$ cat src/rtl/core/rlmp_pkg.sv
// Package for the RGB lamp mode PWM controller: state and config structs,
// register indexes, mode codes and the fixed colour table. No dependencies.
package rlmp_pkg;

  localparam int LEVEL_W  = 8;
  localparam int MODE_W   = 4;
  localparam int STEP_W   = 3;
  localparam int CFG_IDX_W = 3;

  localparam logic [MODE_W-1:0]  MODE_OFF     = 4'd0;
  localparam logic [MODE_W-1:0]  MODE_WHITE_R = 4'd1;
  localparam logic [MODE_W-1:0]  MODE_LAST_FIXED = 4'd7;
  localparam logic [MODE_W-1:0]  MODE_RAINBOW = 4'd8;
  localparam logic [LEVEL_W-1:0] PWM_LAST     = 8'd254;
  localparam logic [LEVEL_W-1:0] ORANGE_GREEN = 8'h25;

  localparam logic [LEVEL_W-1:0] DEBOUNCE_MIN_RST  = 8'd8;
  localparam logic [LEVEL_W-1:0] HOLD_CAP_RST      = 8'd200;
  localparam logic [LEVEL_W-1:0] SLEEP_TIMEOUT_RST = 8'd200;
  localparam logic [LEVEL_W-1:0] FADE_HIGH_RST     = 8'd250;
  localparam logic [LEVEL_W-1:0] FADE_MID_RST      = 8'd150;

  typedef enum logic [CFG_IDX_W-1:0] {
    CFG_DEBOUNCE_MIN  = 3'd0,
    CFG_HOLD_CAP      = 3'd1,
    CFG_SLEEP_TIMEOUT = 3'd2,
    CFG_FADE_HIGH     = 3'd3,
    CFG_FADE_MID      = 3'd4
  } cfg_idx_t;

  typedef struct packed {
    logic [LEVEL_W-1:0] debounce_min;
    logic [LEVEL_W-1:0] hold_cap;
    logic [LEVEL_W-1:0] sleep_timeout;
    logic [LEVEL_W-1:0] fade_high;
    logic [LEVEL_W-1:0] fade_mid;
  } lamp_cfg_t;

  typedef struct packed {
    logic [MODE_W-1:0]  mode;
    logic               leds_enabled;
    logic [LEVEL_W-1:0] level_red;
    logic [LEVEL_W-1:0] level_green;
    logic [LEVEL_W-1:0] level_blue;
    logic [LEVEL_W-1:0] pwm_count;
    logic [LEVEL_W-1:0] hold_count;
    logic [LEVEL_W-1:0] idle_count;
    logic [STEP_W-1:0]  fade_step;
    logic [LEVEL_W-1:0] target_red;
    logic [LEVEL_W-1:0] target_green;
    logic [LEVEL_W-1:0] target_blue;
  } lamp_state_t;

  typedef struct packed {
    logic              red_on;
    logic              green_on;
    logic              blue_on;
    logic              sleep_enter;
    logic [MODE_W-1:0] mode_now;
  } lamp_result_t;

  // {red, green, blue} for the fixed colour modes
  function automatic logic [3*LEVEL_W-1:0] fixed_colour(input logic [STEP_W-1:0] idx);
    logic [3*LEVEL_W-1:0] c;
    case (idx)
      3'd1:    c = {8'hFF, 8'h00, 8'h00};
      3'd2:    c = {8'hFF, ORANGE_GREEN, 8'h00};
      3'd3:    c = {8'hFF, 8'hFF, 8'h00};
      3'd4:    c = {8'h00, 8'hFF, 8'h00};
      3'd5:    c = {8'h00, 8'hFF, 8'hFF};
      3'd6:    c = {8'h00, 8'h00, 8'hFF};
      3'd7:    c = {8'hFF, 8'h00, 8'hFF};
      default: c = '0;
    endcase
    return c;
  endfunction

endpackage

$ cat src/rtl/core/rlmp_step.sv
// Next-state and result logic for one request (pwm slot or tick).
// Purely combinational; depends on rlmp_pkg.
module rlmp_step (
  input  rlmp_pkg::lamp_state_t  cur,
  input  rlmp_pkg::lamp_cfg_t    cfg,
  input  logic                   kind,
  input  logic                   key_pressed,
  output rlmp_pkg::lamp_state_t  nxt,
  output rlmp_pkg::lamp_result_t res
);
  import rlmp_pkg::*;

  function automatic logic [LEVEL_W-1:0] step_toward(input logic [LEVEL_W-1:0] v,
                                                     input logic [LEVEL_W-1:0] t);
    logic [LEVEL_W-1:0] r;
    if (v > t) r = v - 8'd1;
    else if (v < t) r = v + 8'd1;
    else r = v;
    return r;
  endfunction

  logic [LEVEL_W:0]     hold_inc;
  logic [LEVEL_W:0]     idle_inc;
  logic                 click;
  logic [MODE_W-1:0]    mode_a;
  logic [LEVEL_W-1:0]   lr_a, lg_a, lb_a;
  logic [STEP_W-1:0]    fs_a;
  logic [3*LEVEL_W-1:0] colour;
  logic [LEVEL_W-1:0]   tr, tg, tb;
  logic [LEVEL_W-1:0]   fr, fg, fb;

  always_comb begin
    nxt      = cur;
    res      = '0;
    hold_inc = {1'b0, cur.hold_count} + 9'd1;
    idle_inc = '0;
    click    = 1'b0;
    mode_a   = cur.mode;
    lr_a     = cur.level_red;
    lg_a     = cur.level_green;
    lb_a     = cur.level_blue;
    fs_a     = cur.fade_step;
    colour   = fixed_colour(cur.mode[STEP_W-1:0]);
    tr = cur.target_red;
    tg = cur.target_green;
    tb = cur.target_blue;
    fr = '0;
    fg = '0;
    fb = '0;

    if (!kind) begin
      if (cur.leds_enabled) begin
        res.red_on    = cur.level_red   > cur.pwm_count;
        res.green_on  = cur.level_green > cur.pwm_count;
        res.blue_on   = cur.level_blue  > cur.pwm_count;
        nxt.pwm_count = (cur.pwm_count >= PWM_LAST) ? '0 : cur.pwm_count + 8'd1;
      end
    end else begin
      // button
      if (key_pressed) begin
        nxt.hold_count = (hold_inc >= {1'b0, cfg.hold_cap}) ? cfg.hold_cap
                                                            : hold_inc[LEVEL_W-1:0];
      end else begin
        click          = cur.hold_count >= cfg.debounce_min;
        nxt.hold_count = '0;
      end

      if (click) begin
        mode_a = (cur.mode >= MODE_RAINBOW) ? MODE_OFF : cur.mode + 4'd1;
        if (mode_a == MODE_RAINBOW) begin
          fs_a = 3'd1;
          lr_a = '0;
          lg_a = '0;
          lb_a = '0;
        end
      end else if (cur.mode > MODE_RAINBOW) begin
        mode_a = MODE_OFF;
      end
      nxt.mode      = mode_a;
      nxt.fade_step = fs_a;
      colour        = fixed_colour(mode_a[STEP_W-1:0]);

      // rainbow targets
      case (fs_a)
        3'd1:    begin tr = cfg.fade_high; tg = '0;           tb = '0;            end
        3'd2:    begin tr = cfg.fade_high; tg = cfg.fade_mid; tb = '0;            end
        3'd3:    begin tr = cfg.fade_high; tg = cfg.fade_high; tb = '0;           end
        3'd4:    begin tr = '0;            tg = cfg.fade_high; tb = '0;           end
        3'd5:    begin tr = '0;            tg = cfg.fade_high; tb = cfg.fade_high; end
        3'd6:    begin tr = '0;            tg = '0;            tb = cfg.fade_high; end
        3'd7:    begin tr = cfg.fade_mid;  tg = '0;            tb = cfg.fade_high; end
        default: ;
      endcase
      fr = step_toward(lr_a, tr);
      fg = step_toward(lg_a, tg);
      fb = step_toward(lb_a, tb);

      if (mode_a == MODE_OFF) begin
        nxt.leds_enabled = 1'b0;
        nxt.level_red    = lr_a;
        nxt.level_green  = lg_a;
        nxt.level_blue   = lb_a;
      end else if (mode_a <= MODE_LAST_FIXED) begin
        if (mode_a == MODE_WHITE_R) nxt.leds_enabled = 1'b1;
        nxt.level_red   = colour[3*LEVEL_W-1:2*LEVEL_W];
        nxt.level_green = colour[2*LEVEL_W-1:LEVEL_W];
        nxt.level_blue  = colour[LEVEL_W-1:0];
      end else begin
        nxt.target_red   = tr;
        nxt.target_green = tg;
        nxt.target_blue  = tb;
        nxt.level_red    = fr;
        nxt.level_green  = fg;
        nxt.level_blue   = fb;
        if (fr == tr && fg == tg && fb == tb) begin
          nxt.fade_step = (fs_a == 3'd7) ? 3'd1 : fs_a + 3'd1;
        end
      end

      // idle timeout in off mode
      if (nxt.hold_count == '0 && mode_a == MODE_OFF) begin
        idle_inc = {1'b0, cur.idle_count} + 9'd1;
        if (idle_inc > {1'b0, cfg.sleep_timeout}) begin
          nxt.idle_count  = '0;
          res.sleep_enter = 1'b1;
        end else begin
          nxt.idle_count = idle_inc[LEVEL_W-1:0];
        end
      end else begin
        nxt.idle_count = '0;
      end
    end
    res.mode_now = nxt.mode;
  end

endmodule

$ cat src/rtl/core/rgb_lamp_mode_pwm_controller_core.sv
// RGB lamp mode PWM controller, top level: config registers, lamp state,
// output register. Depends on rlmp_pkg and rlmp_step.
//
//  channel | ports                          | dir | handshake
//  in      | in_kind, in_key_pressed        | in  | in_valid / in_ready
//  out     | out_*_on, out_sleep_enter, ... | out | out_valid / out_ready
//  cfg     | cfg_index, cfg_data            | in  | cfg_valid / cfg_ready
//
// One request per cycle while in_ready is high; the result appears in the
// cycle after acceptance. The result register is the only stage: in_ready
// is high whenever it is empty or being drained. cfg_ready is always high.
// Synchronous reset restores register defaults and clears all lamp state.
module rgb_lamp_mode_pwm_controller_core (
  input  logic                             clk,
  input  logic                             rst_n,
  input  logic                             in_valid,
  output logic                             in_ready,
  input  logic                             in_kind,
  input  logic                             in_key_pressed,
  output logic                             out_valid,
  input  logic                             out_ready,
  output logic                             out_red_on,
  output logic                             out_green_on,
  output logic                             out_blue_on,
  output logic                             out_sleep_enter,
  output logic [rlmp_pkg::MODE_W-1:0]      out_mode_now,
  input  logic                             cfg_valid,
  output logic                             cfg_ready,
  input  logic [rlmp_pkg::CFG_IDX_W-1:0]   cfg_index,
  input  logic [rlmp_pkg::LEVEL_W-1:0]     cfg_data
);
  import rlmp_pkg::*;

  lamp_cfg_t    cfg_r;
  lamp_state_t  st_r, st_nxt;
  lamp_result_t res_nxt, res_r;
  logic         out_valid_r;
  logic         in_acc;

  assign cfg_ready = 1'b1;
  assign in_ready  = !out_valid_r || out_ready;
  assign in_acc    = in_valid && in_ready;

  always_ff @(posedge clk) begin
    if (!rst_n) begin
      cfg_r.debounce_min  <= DEBOUNCE_MIN_RST;
      cfg_r.hold_cap      <= HOLD_CAP_RST;
      cfg_r.sleep_timeout <= SLEEP_TIMEOUT_RST;
      cfg_r.fade_high     <= FADE_HIGH_RST;
      cfg_r.fade_mid      <= FADE_MID_RST;
    end else if (cfg_valid) begin
      unique case (cfg_index)
        CFG_DEBOUNCE_MIN:  cfg_r.debounce_min  <= cfg_data;
        CFG_HOLD_CAP:      cfg_r.hold_cap      <= cfg_data;
        CFG_SLEEP_TIMEOUT: cfg_r.sleep_timeout <= cfg_data;
        CFG_FADE_HIGH:     cfg_r.fade_high     <= cfg_data;
        CFG_FADE_MID:      cfg_r.fade_mid      <= cfg_data;
        default: ;
      endcase
    end
  end

  rlmp_step u_step (
    .cur         (st_r),
    .cfg         (cfg_r),
    .kind        (in_kind),
    .key_pressed (in_key_pressed),
    .nxt         (st_nxt),
    .res         (res_nxt)
  );

  always_ff @(posedge clk) begin
    if (!rst_n) begin
      st_r        <= '0;
      out_valid_r <= 1'b0;
    end else begin
      if (in_acc) st_r <= st_nxt;
      if (in_acc) out_valid_r <= 1'b1;
      else if (out_ready) out_valid_r <= 1'b0;
    end
  end

  always_ff @(posedge clk) begin
    if (in_acc) res_r <= res_nxt;
  end

  assign out_valid       = out_valid_r;
  assign out_red_on      = res_r.red_on;
  assign out_green_on    = res_r.green_on;
  assign out_blue_on     = res_r.blue_on;
  assign out_sleep_enter = res_r.sleep_enter;
  assign out_mode_now    = res_r.mode_now;

  a_mode_range: assert property (@(posedge clk) disable iff (!rst_n)
    st_r.mode <= MODE_RAINBOW) else $error("mode out of range");

  a_off_dark: assert property (@(posedge clk) disable iff (!rst_n)
    (st_r.mode == MODE_OFF) |-> !st_r.leds_enabled) else $error("leds on in off mode");

  a_pwm_wrap: assert property (@(posedge clk) disable iff (!rst_n)
    st_r.pwm_count <= PWM_LAST) else $error("pwm counter past wrap");

  a_sleep_res: assert property (@(posedge clk) disable iff (!rst_n)
    (out_valid_r && res_r.sleep_enter) |->
      (res_r.mode_now == MODE_OFF && !res_r.red_on && !res_r.green_on && !res_r.blue_on))
    else $error("sleep result with lamp lit or mode set");

  a_stall: assert property (@(posedge clk) disable iff (!rst_n)
    !in_ready |-> out_valid_r) else $error("input stalled with empty output");

endmodule

$ cat config.mk
export PLATFORM = sky130hd
export DESIGN_NAME = rgb_lamp_mode_pwm_controller_core
export DESIGN_NICKNAME = d
export VERILOG_FILES = /design/src/rtl/core/rlmp_pkg.sv /design/src/rtl/core/rlmp_step.sv /design/src/rtl/core/rgb_lamp_mode_pwm_controller_core.sv
export SDC_FILE = /design/constraint.sdc
export NUM_CORES = 1
export LEC_CHECK = 0
export BUFFER_PORTS_ARGS = -buffer_cell sky130_fd_sc_hd__buf_2
export CAP_MARGIN = 20
export CELL_PAD_IN_SITES_DETAIL_PLACEMENT = 0
export CELL_PAD_IN_SITES_GLOBAL_PLACEMENT = 1
export CORE_MARGIN = 2
export CORE_UTILIZATION = 48
export CTS_CLUSTER_DIAMETER = 120
export DETAILED_ROUTE_END_ITERATION = 8
export GPL_TIMING_DRIVEN = 1
export PLACE_DENSITY = 0.91
export SETUP_SLACK_MARGIN = 0.3
export SLEW_MARGIN = 10
export SYNTH_ARGS = -nofsm -noshare
export SYNTH_HDL_FRONTEND = slang
export SYNTH_SLANG_ARGS = --single-unit
$ cat constraint.sdc
create_clock -name clk -period 10.36 [get_ports clk]
set_input_delay 2.072 -clock clk [delete_from_list [all_inputs] [get_ports clk]]
set_output_delay 2.072 -clock clk [all_outputs]
set_load 0.03 [all_outputs]
==> out/summary.txt, run 1 <==
status - completed
vias in the first global route - 8673
final worst setup slack - 2.10 ns
Initial Utilization - 48.9%
most common cell after layout, fill and taps aside - nand2_1
Total Routing Usage GR - 26.4%
dominant cells by area after synthesis - dfxtp_1, ha_1, nand2_1
WL final - 28200 um
clk_skew - 0.0140 ns
WP data arrival - 8.61 ns
CTS tree - yes
CTS Root Cell - clkbuf_16
first-pass GRT wire length - 45900 um
CP Data Required Time - 10.71 ns
Placement Setup Slack - 1.67 ns
grt total ovfl - 0
H-tree depth - 4
Final min period - 8.26 ns
row count - 52
via count - 9342
Buffers on Ports - 27
Crit Path Max Fanout - 20
Worst-Margin Slew - 1.11 ns
maximum VDD drop - 0.103 mV
# DRC - 0
full die area - 0.0217 mm2
Reg power frac - 38.1%
Post-Syn Area per Cell - 7.64 um2
final setup TNS - 0 ns
logic gate share of total power - 21.7%
total I/O pin count - 29
Post-synth top flop - dfxtp_1
f_max - 121 MHz
CP Class - input port to register
fin area - 0.0106 mm2
mux cell area share after synthesis - 0.825%
wire per inst - 18.0 um
period utilisation layout - 79.8%
unrepaired setup endpoints after global routing - no
Die Y - 147 um
Sw Pwr - 0.440 mW
synthesized instance count - 1291
Hold-fix buffers, CTS - 0
DP HPWL - 20800 um
dpl cells - 1533
# diodes - 0
Clock Path Buffers - 2
max-slew violations - 0
Hold Path Class - register to register
syn_nets - 1398
P_int - 0.945 mW
Power per Cell Area - 130 mW/mm2
pin count of the biggest net entering global routing - 53
drt pass-1 iters - 5
CTS resizes - 0
Worst-path clk slew - 0.06 ns
max capacitance violation total - 0
Pleak - 4.42 nW
area grow syn2layout - 7.92%
startpoint types - input port
most frequent cells in the layout - nand2_1, nor2_1, a21oi_1
clock latency on the worst-skew pair - 0.43 ns
Num CTS Buffers - 17
initial antenna violation count - 0
GPL Wtd Cong - 0.957
XOR/XNOR Fraction of Synth Area - 4.35%
clk sinks - 129
First DRT Iteration DRCs - 884
clock group share of total power - 40.2%
layout cells sized above 1 - 8.34%
post-synthesis compound-gate area fraction - 26.2%
Yosys top cell area share - 24.6%
post-synthesis register bit count - 129
sequential area share after synthesis - 27.0%
Mapped Area - 0.00986 mm2
library cells used by synthesis - 101
leading area contributor after synthesis - dfxtp_1
Synth warnings - 0
Min Hold Slack - 0.455 ns
core area - 0.0202 mm2
Power Total - 1.38 mW
number of synthesized flops with an enable pin - 8
fin nets - 1389
crit end category - register
Post-CTS Setup Inserts - 0
Final Non-Filler Cells - 1565
Post-Synth Simple-Gate Area - 24.7%
final hold violation count - 0
largest family of logic cells by synthesized area - compound AO/OA/AOI/OAI gates
post-synthesis adder-cell area fraction - 11.3%
vias per std cell - 5.97
Slew HR - 23.9%
Util after Layout - 52.8%
Die X - 147 um
Final ANT Viol Nets - 0
Async SR Flop Fraction - 0%
sw frac - 31.8%
# setup viols final - 0
placed cell area - 0.0101 mm2
flip-flops by register name, indices dropped and copies added (netlist names):
signal           cells
out_red_on           1
st_r                80
out_green_on         1
cfg_r               40
out_sleep_enter      1
out_blue_on          1
out_valid            1
out_mode_now         4
kinds of logic (layout without fill, tap and decap cells):
family,after synthesis,after routing
buffers and inverters,131,135
AOI/OAI and AO/OA,377,377
DFF,129,129
and+or+nand+nor,507,507
adders and majority gates,89,89
xor gates and xnor gates,49,49
other,1,1
muxes,8,8
synthesized netlist by cell type, types with 11 or more instances:
cell type / instances
inv_1: 62
o21ai_0: 49
nor3_1: 21
o211ai_1: 17
xor2_1: 18
a21o_1: 22
a32oi_1: 11
ha_1: 89
a21oi_1: 125
nand2_1: 176
nand4_1: 22
and3_1: 26
clkbuf_1: 47
nor2b_1: 12
nand2b_1: 15
a211oi_1: 34
a22oi_1: 11
xnor2_1: 31
nor2_1: 127
dfxtp_1: 121
nand3_1: 39
layer usage:
metal	global-route usage (%)	wire, um
met2	42.0	12700
met1	36.2	13000
met3	3.91	1570
met4	10.3	922
met5	0	0
path summary, 6_finish.rpt:
| check | startpoint | endpoint | slack (ns) | cells after the start |
|---|---|---|---|---|
| min reg2reg | cfg_r[37]$_SDFFE_PN0P_ | cfg_r[37]$_SDFFE_PN0P_ | 0.45 | 2 |
| max reg2reg | st_r[76]$_SDFFE_PN0P_ | st_r[25]$_SDFFE_PN0P_ | 3.04 | 29 |
| max | in_key_pressed | st_r[25]$_SDFFE_PN0P_ | 2.10 | 28 |
| min | cfg_r[37]$_SDFFE_PN0P_ | cfg_r[37]$_SDFFE_PN0P_ | 0.45 | 2 |
worst max-delay path: stages:
cell and delay [ns]:
buf_2 0.14, nor2_1 0.05, and4b_1 0.30, nand2_2 0.10
buf_4 0.24, nand2_1 0.09, buf_4 0.21, nor2_1 0.30
inv_1 0.14, ha_1 0.26, nor4_4 0.41, nor2_2 0.12
a221o_1 0.36, o21ai_1 0.20, ha_1 0.22, nand2_1 0.05
o21ai_1 0.49, inv_1 0.12, a21boi_1 0.48, o22ai_1 0.23
nor3_1 0.24, o21ai_0 0.17, a2111oi_4 0.31, nand4_1 0.14
nor4b_2 0.33, nand4_2 0.21, or4_1 0.44, a31oi_1 0.16
area by class of cell:
type	count	area, um2
multi-input cells	1031	6650
well taps	270	338
repair buffers	36	203
flip-flops and latches	129	2660
fillers	2008	9530
clock buffers	21	460
clock inverters	11	81.3
inverters	67	253
power groups by stage:
stage	logic [mW]	registers [mW]	clock network [mW]
final	0.300	0.528	0.557
after global routing	0.330	0.529	0.589
after CTS	0.296	0.527	0.565
after detailed placement	0.294	0.538	0
after global placement	0.293	0.538	0
after floorplan	0.232	0.535	0
No activity file was read; power rests on OpenSTA's default activity.
==> run 2: changes to the inputs <==
--- a/config.mk
+++ b/config.mk
@@ -5,16 +5,17 @@
 export SDC_FILE = /design/constraint.sdc
 export NUM_CORES = 1
 export LEC_CHECK = 0
+export ABC_AREA = 1
 export BUFFER_PORTS_ARGS = -buffer_cell sky130_fd_sc_hd__buf_2
 export CAP_MARGIN = 20
 export CELL_PAD_IN_SITES_DETAIL_PLACEMENT = 0
 export CELL_PAD_IN_SITES_GLOBAL_PLACEMENT = 1
 export CORE_MARGIN = 2
-export CORE_UTILIZATION = 48
+export CORE_UTILIZATION = 46
 export CTS_CLUSTER_DIAMETER = 120
 export DETAILED_ROUTE_END_ITERATION = 8
 export GPL_TIMING_DRIVEN = 1
-export PLACE_DENSITY = 0.91
+export PLACE_DENSITY = 0.9
 export SETUP_SLACK_MARGIN = 0.3
 export SLEW_MARGIN = 10
 export SYNTH_ARGS = -nofsm -noshare
==> constraint.sdc (replaced) <==
create_clock -name clk -period 8.6 [get_ports clk]
set_input_delay 1.72 -clock clk [delete_from_list [all_inputs] [get_ports clk]]
set_output_delay 1.72 -clock clk [all_outputs]
set_load 0.03 [all_outputs]
==> out/summary.txt, run 2 <==
H-tree depth - 4 (unchanged)
max capacitance violation total - 0 (unchanged)
count leader, synth - nand2_1
initial antenna violation count - 0 (unchanged)
row count - 52 (unchanged)
Num CTS Buffers - 17 (unchanged)
met3 WL - 1290 um (-18%)
number of synthesized flops with an enable pin - 8 (unchanged)
largest register by flop count - st_r
total I/O pin count - 29 (unchanged)
Crit path largest cell delay - 0.38 ns (-0.11 ns)
Final Non-Filler Cells - 1738 (+11%)
Hold Startpoint - cfg_r[21]$_SDFFE_PN0P_
WL final - 26400 um (-6.2%)
f_max - 144 MHz
CP max stage cell - nand3_4
Clock Path Buffers - 2 (unchanged)
max-slew violations - 0 (unchanged)
via count - 9298 (-0.47%)
unrepaired setup endpoints after global routing - no
Slew HR - 30.7% (+6.8 points)
Post-CTS Setup Inserts - 0 (unchanged)
most frequent cells in the layout - nand2_1, inv_1, dfxtp_1
full die area - 0.0221 mm2 (+1.7%)
# diodes - 0 (unchanged)
final hold violation count - 0 (unchanged)
clk sinks - 129 (unchanged)
DR top layer - met4
fin nets - 1562 (+12%)
leading area contributor after synthesis - dfxtp_1
WP data arrival - 7.23 ns (-1.38 ns)
Mapped Area - 0.00962 mm2 (-2.5%)
period utilisation layout - 81.0%
synthesized instance count - 1440 (+12%)
R2R Path Start - st_r[35]$_SDFFE_PN0P_
# DRC - 0 (unchanged)
First DRT Iteration DRCs - 834 (-5.7%)
final worst setup slack - 1.63 ns (-0.461 ns)
pin count of the biggest net entering global routing - 70 (+32%)
Die Y - 149 um (+0.84%)
Initial Utilization - 47.2% (-1.7 points)
Post-Syn Area per Cell - 6.68 um2 (-13%)
CP Class - input port to register
# setup viols final - 0 (unchanged)
Synth warnings - 0 (unchanged)
Worst-path clk slew - 0.06 ns (about the same)
post-synthesis register bit count - 129 (unchanged)
CP most frequent cell - nor2_1
GPL Wtd Cong - 0.925 (-3.4%)
Total Routing Usage GR - 24.6% (-1.8 points)
clk_skew - 0.0120 ns (-0.00207 ns)
most common library cells after synthesis - nand2_1, inv_1, dfxtp_1, nor2_1, a21oi_1
vias in the first global route - 8334 (-3.9%)
Power per Cell Area - 206 mW/mm2 (+58%)
Placement Setup Slack - 1.20 ns (-0.472 ns)
CTS tree - yes
r2r setup slk - 2.05 ns (-0.99 ns)
CTS resizes - 0 (unchanged)
first-pass GRT wire length - 43200 um (-5.8%)
Hold-fix buffers, CTS - 0 (unchanged)
library cells used by synthesis - 57 (-44%)
vias per std cell - 5.35 (-10%)
DP HPWL - 20000 um (-3.9%)
Hold Path Class - register to register
drt pass-1 iters - 5 (unchanged)
Buffers on Ports - 27 (unchanged)
Pleak - 5.06 nW (+15%)
Crit Path Max Fanout - 24 (+20%)
syn_nets - 1547 (+11%)
core area - 0.0204 mm2 (+0.97%)
startpoint types - input port
Post-synth top flop - dfxtp_1
Die X - 149 um (+0.84%)
Async SR Flop Fraction - 0% (unchanged)
Critical path origin - in_key_pressed
status - completed
dpl cells - 1706 (+11%)
clock latency on the worst-skew pair - 0.43 ns (about the same)
routed length on met2 - 11200 um (-12%)
wire per inst - 15.2 um (-16%)
Final min period - 6.97 ns
area grow syn2layout - 9.81%
Final ANT Viol Nets - 0 (unchanged)
layout cells sized above 1 - 8.51% (+0.18 points)
grt total ovfl - 0 (unchanged)
most common cell after layout, fill and taps aside - nand2_1
crit end category - register
sequential area share after synthesis - 27.7% (+0.69 points)
maximum VDD drop - 0.123 mV (+19%)
dominant cells by area after synthesis - dfxtp_1, nand2_1, ha_1
CTS Root Cell - clkbuf_16
Worst-Margin Slew - 1.03 ns (-0.0814 ns)
Yosys top cell area share - 25.2% (+0.63 points)
M1 WL - 13400 um (+3.1%)
CP Data Required Time - 8.87 ns (-1.84 ns)
max reg flops - 80 (unchanged)
final setup TNS - 0 ns (unchanged)
-- run 2: changes by cell type after synthesis, moves of 26 or more --
cell / previous run / this run
and3_1: 26 / 0
inv_1: 62 / 202
xnor2_1: 31 / 2
o21ai_0: 49 / 97
nand3_1: 39 / 103
a211oi_1: 34 / 8
nand2_1: 176 / 321
-- run 2: final timing paths --
kind                                  to  cells past startpoint
setup / recovery   st_r[24]$_SDFFE_PN0P_                     34
hold / removal    cfg_r[21]$_SDFFE_PN0P_                      2
setup reg to reg   st_r[24]$_SDFFE_PN0P_                     40
hold reg to reg   cfg_r[21]$_SDFFE_PN0P_                      2
-- run 2: area by class of cell --
class	instances	area (um2)
clock buffer	19	443
timing repair buffer	34	188
fill	2050	9800
tap	270	338
sequential	129	2660
multi-input combinational	1059	5980
inverter	214	803
clock inverter	13	148
-- run 2: power by group --
part           internal (mW)  switching [mW]  leakage, nW
sequential             0.635          0.0276         1.06
clock                  0.440           0.299        0.286
combinational          0.246           0.528         3.71
-- run 2: kinds of logic after synthesis --
kind of cell               Yosys count  share of synthesized area (%)
adders and majority gates           89                           11.6
and+or+nand+nor                    641                           30.0
AOI/OAI and AO/OA                  300                           17.9
buffers and inverters              252                           10.2
xor gates and xnor gates            28                           2.55
DFF                                129                           27.7
other                                1                         0.0390
-- run 2: worst max-delay path: cells and delay by family --
| kind | cells | cell delay (ns) |
|---|---|---|
| AO/OA/AOI/OAI | 4 | 0.78 |
| adder cells (fa/ha/maj) | 2 | 0.63 |
| buffers and inverters | 5 | 0.66 |
| AND/OR/NAND/NOR | 23 | 3.42 |
-- run 2: stage by stage --
stage	util [%]	hold WS (ns)	area [um2]	total power, mW
detailed placement	49.0	0.457	9970	1.44
global route	51.9	0.476	10600	2.32
CTS	51.9	0.466	10600	2.17
floorplan	-	0.435	9620	1.26
global placement	49.0	0.453	9970	1.43
finish	51.9	0.462	10600	2.18
-- run 2: metal layers --
layer | vias to the layer above | GRT usage, %
met5 | - | 0
met2 | 251 | 37.7
met1 | 4173 | 35.6
met3 | 44 | 3.96
li1 | 4830 | -
met4 | 0 | 7.62
